**src/rtl/bsm_pkg.sv**
```systemverilog
`timescale 1ns / 1ps
package bsm_pkg;
  localparam int COORD_WIDTH_DEF = 32;
  localparam int GROWTH_WIDTH = 63;
  localparam logic [GROWTH_WIDTH-1:0] GROWTH_MAX = '1;
  localparam int AXES = 3;
endpackage

```
**src/rtl/bsm_mul.sv**
```systemverilog
`timescale 1ns / 1ps
module bsm_mul #(
  parameter int AW = bsm_pkg::COORD_WIDTH_DEF + 1,
  parameter int BW = bsm_pkg::COORD_WIDTH_DEF + 1
) (
  input  logic             clk,
  input  logic             en,
  input  logic [AW-1:0]    a,
  input  logic [BW-1:0]    b,
  output logic [AW+BW-1:0] p
);
  localparam int AL = AW / 2;
  localparam int AH = AW - AL;
  localparam int BL = BW / 2;
  localparam int BH = BW - BL;
  localparam int PW = AW + BW;

  logic [AL+BL-1:0] pp_ll;
  logic [AL+BH-1:0] pp_lh;
  logic [AH+BL-1:0] pp_hl;
  logic [AH+BH-1:0] pp_hh;

  always_ff @(posedge clk) begin
    if (en) begin
      pp_ll <= a[AL-1:0] * b[BL-1:0];
      pp_lh <= a[AL-1:0] * b[BW-1:BL];
      pp_hl <= a[AW-1:AL] * b[BL-1:0];
      pp_hh <= a[AW-1:AL] * b[BW-1:BL];
      p     <= (PW'(pp_hh) << (AL + BL)) + (PW'(pp_lh) << BL)
             + (PW'(pp_hl) << AL) + PW'(pp_ll);
    end
  end
endmodule

```
**config.mk**
```make
export PLATFORM = sky130hd
export DESIGN_NAME = bsm_mul
export DESIGN_NICKNAME = d
export VERILOG_FILES = /design/src/rtl/bsm_pkg.sv /design/src/rtl/bsm_mul.sv
export SDC_FILE = /design/constraint.sdc
export NUM_CORES = 2
export LEC_CHECK = 0
export ABC_AREA = 0
export ABC_CLOCK_PERIOD_IN_PS = 8640
export BUFFER_PORTS_ARGS = -buffer_cell sky130_fd_sc_hd__buf_2
export CORE_ASPECT_RATIO = 0.75
export CORE_UTILIZATION = 50
export DETAILED_ROUTE_END_ITERATION = 6
export HOLD_SLACK_MARGIN = 0.08
export PLACE_DENSITY = 0.66
export SYNTH_ARGS = -nofsm -noshare
export SYNTH_HDL_FRONTEND = slang
export SYNTH_SLANG_ARGS = --single-unit
export TNS_END_PERCENT = 5
```
**constraint.sdc**
```tcl
create_clock -name clk -period 8.64 [get_ports clk]
set_clock_uncertainty 0.05 [all_clocks]
set_input_delay 0.864 -clock clk [delete_from_list [all_inputs] [get_ports clk]]
set_output_delay 0.864 -clock clk [all_outputs]
set_load 0.005 [all_outputs]
```
After elaboration in Yosys (flattened, before gate mapping):

Index checks and enable logic that the tools add are counted.

* add/subtract/negate cells: 3
* multipliers: 4

Operators with widths (number)
* 66-bit by 49-bit adder with 66-bit output: 2
* 66-bit by 32-bit adder with 66-bit output: 1
* 17-bit by 17-bit multiplier with 34-bit output: 1
* 16-bit by 17-bit multiplier with 33-bit output: 1
* 17-bit by 16-bit multiplier with 33-bit output: 1
* 16-bit by 16-bit multiplier with 32-bit output: 1

* bits of input ports: 68
* output and inout bits: 66
* word-level logic and storage cells: 12
* register bits: 198

Logic depth before layout (Yosys ltp):

* depth in word-level cells: 3
* mapped depth: 25

Worst setup path before layout:

Ideal clock, no wire load.

* path kind: input to register
* start point: in a[26]
* end point: reg pp_hh[31], data pin
* stages on the path: 21
* path slack: 1.760 ns
* data arrival time: 6.569 ns
* data required time: 8.329 ns
* library setup time: 0.261 ns
* path through: clkbuf_1 -> nand2_1 -> fa_1 -> fa_1 -> fa_1 -> fa_1 -> inv_1 -> fa_1 -> inv_1 -> fa_1 -> inv_1 -> ha_1 -> and3_1 -> or4b_1 -> nand3_1 -> o31ai_1 -> o211ai_1 -> a21oi_1 -> o31ai_1 -> nor4_1 -> a311o_1

* word-level cells in the longest chain between the ends: 1

RTL lines
* start: declaration: line bsm_mul.sv:8 `input logic [AW-1:0] a,`
* 17-bit by 17-bit multiplier with 34-bit output: line bsm_mul.sv:28 `pp_hh <= a[AW-1:AL] * b[BW-1:BL];`
* end signal: assignment: line bsm_mul.sv:28
* end: declaration: line bsm_mul.sv:21 `logic [AH+BH-1:0] pp_hh;`

No other way between the ends.
A chain may end at the register's enable or synchronous reset.

Worst setup path in the final report:

* start point: in a[21]
* end point: reg pp_hh[31], data pin

Same word-level chain as after synthesis.

==> summary.txt <==
Logic synthesis
  • Syn_nets: 6055
  • Synth Warn #: 0
  • Mean Syn Cell Area: 9.51 µm²
  • Post-synth EDFFs: 198
  • Cell Area, Synth: 44400 µm²
  • Cell count after synthesis: 4664
  • Fraction of registers with async set/reset: 0
  • Yosys cell types: 68
  • Post-synthesis sequential area ratio: 0.134
  • Primary FF master, synth: edfxtp_1
  • Yosys reg bits: 198

Clock network
  • CTS tree: built
  • CTS Buf Count: 17
  • Clock sink total: 198
  • Clock Pin Slew Worst Setup and Hold Paths: 0.09 ns
  • Postcts setup bufs: 0
  • Root buf cell: clkbuf_16
  • CTS max path bufs: 2
  • CTS Hold Bufs: 0
  • Later-pin clock latency in the skew report: 0.52 ns
  • Resized Gates After CTS: 0
  • H-tree depth: 4

Final layout
  • Commonest non-fill, non-tap cell in the layout: inv_1
  • Nets@finish: 6040
  • Layout cell share with drive strength beyond 1: 0.0498
  • Area Growth Syn to Fin: 5.25%
  • Commonest cells after routing, fill and taps aside: 969 x inv_1, 868 x fa_1, 664 x nand2_1

Floorplan
  • Initial core utilization: 0.505
  • Die area: 89900 µm²
  • Ports: 134
  • Die W: 346 µm
  • Die Span Y: 260 µm
  • Core Region: 87700 µm²
  • Row count: 94

STA
  • Final-report setup violation count: 0
  • Final Critical Period: 7.21 ns
  • Fmax: 0.139 GHz
  • Rel. slew slack: 0.388
  • Slew Viols, Final: 0
  • RSZ-0062 raised after global routing: no
  • Final setup TNS: 0 ns
  • Tcrit/Tclk final: 0.835
  • Final hold vios: 0
  • Worst-margin pin slew: 0.919 ns

Route
  • Pre-Repair DR Iteration Count: 5
  • Via count: 31500
  • Total Routed Length: 116000 µm
  • Antenna viol nets, final: 0
  • Drt via density: 5.41
  • 1st-iter DRT viols: 2283
  • Avg WL per Cell: 19.9 µm
  • Drt drc: 0

Critical path
  • Worst path arrival time: 7.43 ns
  • Crit path required time: 8.85 ns
  • CP peak stage delay: 0.56 ns
  • Delay-heaviest family, CP: adder cells
  • Worst path slowest cell: buf_2
  • Crit Path Max Fanout: 33
  • Crit Path Category: in -> reg
  • Critical path buffers and inverters: 5
  • CP Capture Type: register
  • Startpoint Class: primary input
  • Most frequent cell on the critical path: fa_1
  • Worst-path cell chain: buf_2, and2_1, fa_1, inv_1, fa_1, fa_1, fa_1, inv_1, fa_1, inv_1, fa_1, inv_1, ha_1, and3_1, or4b_1, nand3_1, o31ai_1, o211ai_1, a21oi_1, o31ai_1, nor4_1, a311o_1

Placed design
  • Final HPWL DP: 92500 µm
  • Port bufs: 133
  • GP Congestion: 0.923

Run
  • Maxcap violations: 0

Global route
  • Global Route Usage Sum: 0.270
  • Largest net degree at the start of global routing: 85
  • Global-route wire length before repair: 187000 µm
  • Initial antenna violation count: 7
  • Vias in the first global route: 32900
  • Total global routing overflow: 0

Status
  • Status: complete, no violations

Worst hold path
  • Hold WC Path Type: reg -> reg
synth_stat cells (11+ instances only):
cell,count,area [µm²]
inv_1,969,3640
nand2_1,664,2490
xor2_1,47,412
a21o_1,68,510
o21bai_1,26,195
nor3_1,23,115
fa_1,868,17400
nor2_1,78,293
clkbuf_1,219,822
a21oi_1,134,671
o21a_1,14,105
nor2b_1,12,75.1
nand3_1,35,175
nand4_1,16,100
ha_1,455,5690
and3_1,19,119
xnor2_1,105,920
a211oi_1,20,150
edfxtp_1,198,5950
nand2b_1,11,68.8
and2_1,502,3140
a31oi_1,12,75.1
o21ai_0,40,200
metrics by stage:
| stage | setup slack, ns | hold WS (ns) | cell area [µm²] | instances | util |
|---|---|---|---|---|---|
| 2_1_floorplan | 1.76 | 0.350 | 44400 | 4664 | - |
| 3_3_place_gp | 1.00 | 0.351 | 46000 | 5782 | 0.525 |
| 3_5_place_dp | 0.972 | 0.356 | 46000 | 5782 | 0.525 |
| 4_1_cts | 1.54 | 0.371 | 46700 | 5814 | 0.532 |
| 5_1_grt | 1.05 | 0.378 | 46700 | 5817 | 0.532 |
| 6_report | 1.43 | 0.372 | 46700 | 5818 | 0.532 |
registers in the layout, indices dropped and copies added (netlist names):
name,cells
p,66
pp_ll,32
pp_hh,34
pp_lh,33
pp_hl,33
routing by layer:
metal | wire [µm] | vias to the layer above | track usage
met5 | 27 | - | 0
met1 | 54100 | 15900 | 0.396
met4 | 1990 | 4 | 0.0647
met2 | 48900 | 1188 | 0.404
li1 | - | 14200 | -
met3 | 10700 | 138 | 0.0643
cell families (layout without fill, tap and decap cells):
logic type,after synthesis,after routing,synth area share
buffers and inverters,1191,1189,0.101
AOI/OAI and AO/OA,397,397,0.0592
other,0,4,0
xor gates and xnor gates,152,152,0.0300
adders and majority gates,1323,1323,0.520
DFF,198,198,0.134
muxes,5,5,0.00113
and+or+nand+nor,1398,1398,0.155
worst reg2reg max path, stage by stage, from the launching register on:
cell,delay (ns)
edfxtp_1,0.47
fa_1,0.57
ha_1,0.16
inv_1,0.06
fa_1,0.46
nor2b_1,0.18
o31a_1,0.26
o311ai_4,0.19
o31ai_2,0.39
or4_4,0.25
a31o_2,0.22
a311o_1,0.42
or3b_1,0.43
xnor2_1,0.14
area by class of cell:
type | instances | area, µm²
sequential | 198 | 5950
tap | 1152 | 1440
inverter | 969 | 3640
clock buffer | 17 | 425
clock inverter | 15 | 198
fill | 7936 | 41100
antenna | 4 | 10.0
multi-input combinational | 3275 | 33900
timing repair buffer | 188 | 1090
path summary, 6_finish.rpt:
kind,from,endpoint,slack [ns],cells after the start
worst min-delay path,pp_ll[4],p[4],0.37,0
worst max register to register,pp_ll[17],p[65],4.13,13
worst max-delay path,a[21],pp_hh[31],1.43,22
worst min register to register,pp_ll[4],p[4],0.37,0
Power is not shown: default switching activity piles up to over one toggle a cycle in this logic, so the estimate is an artifact.
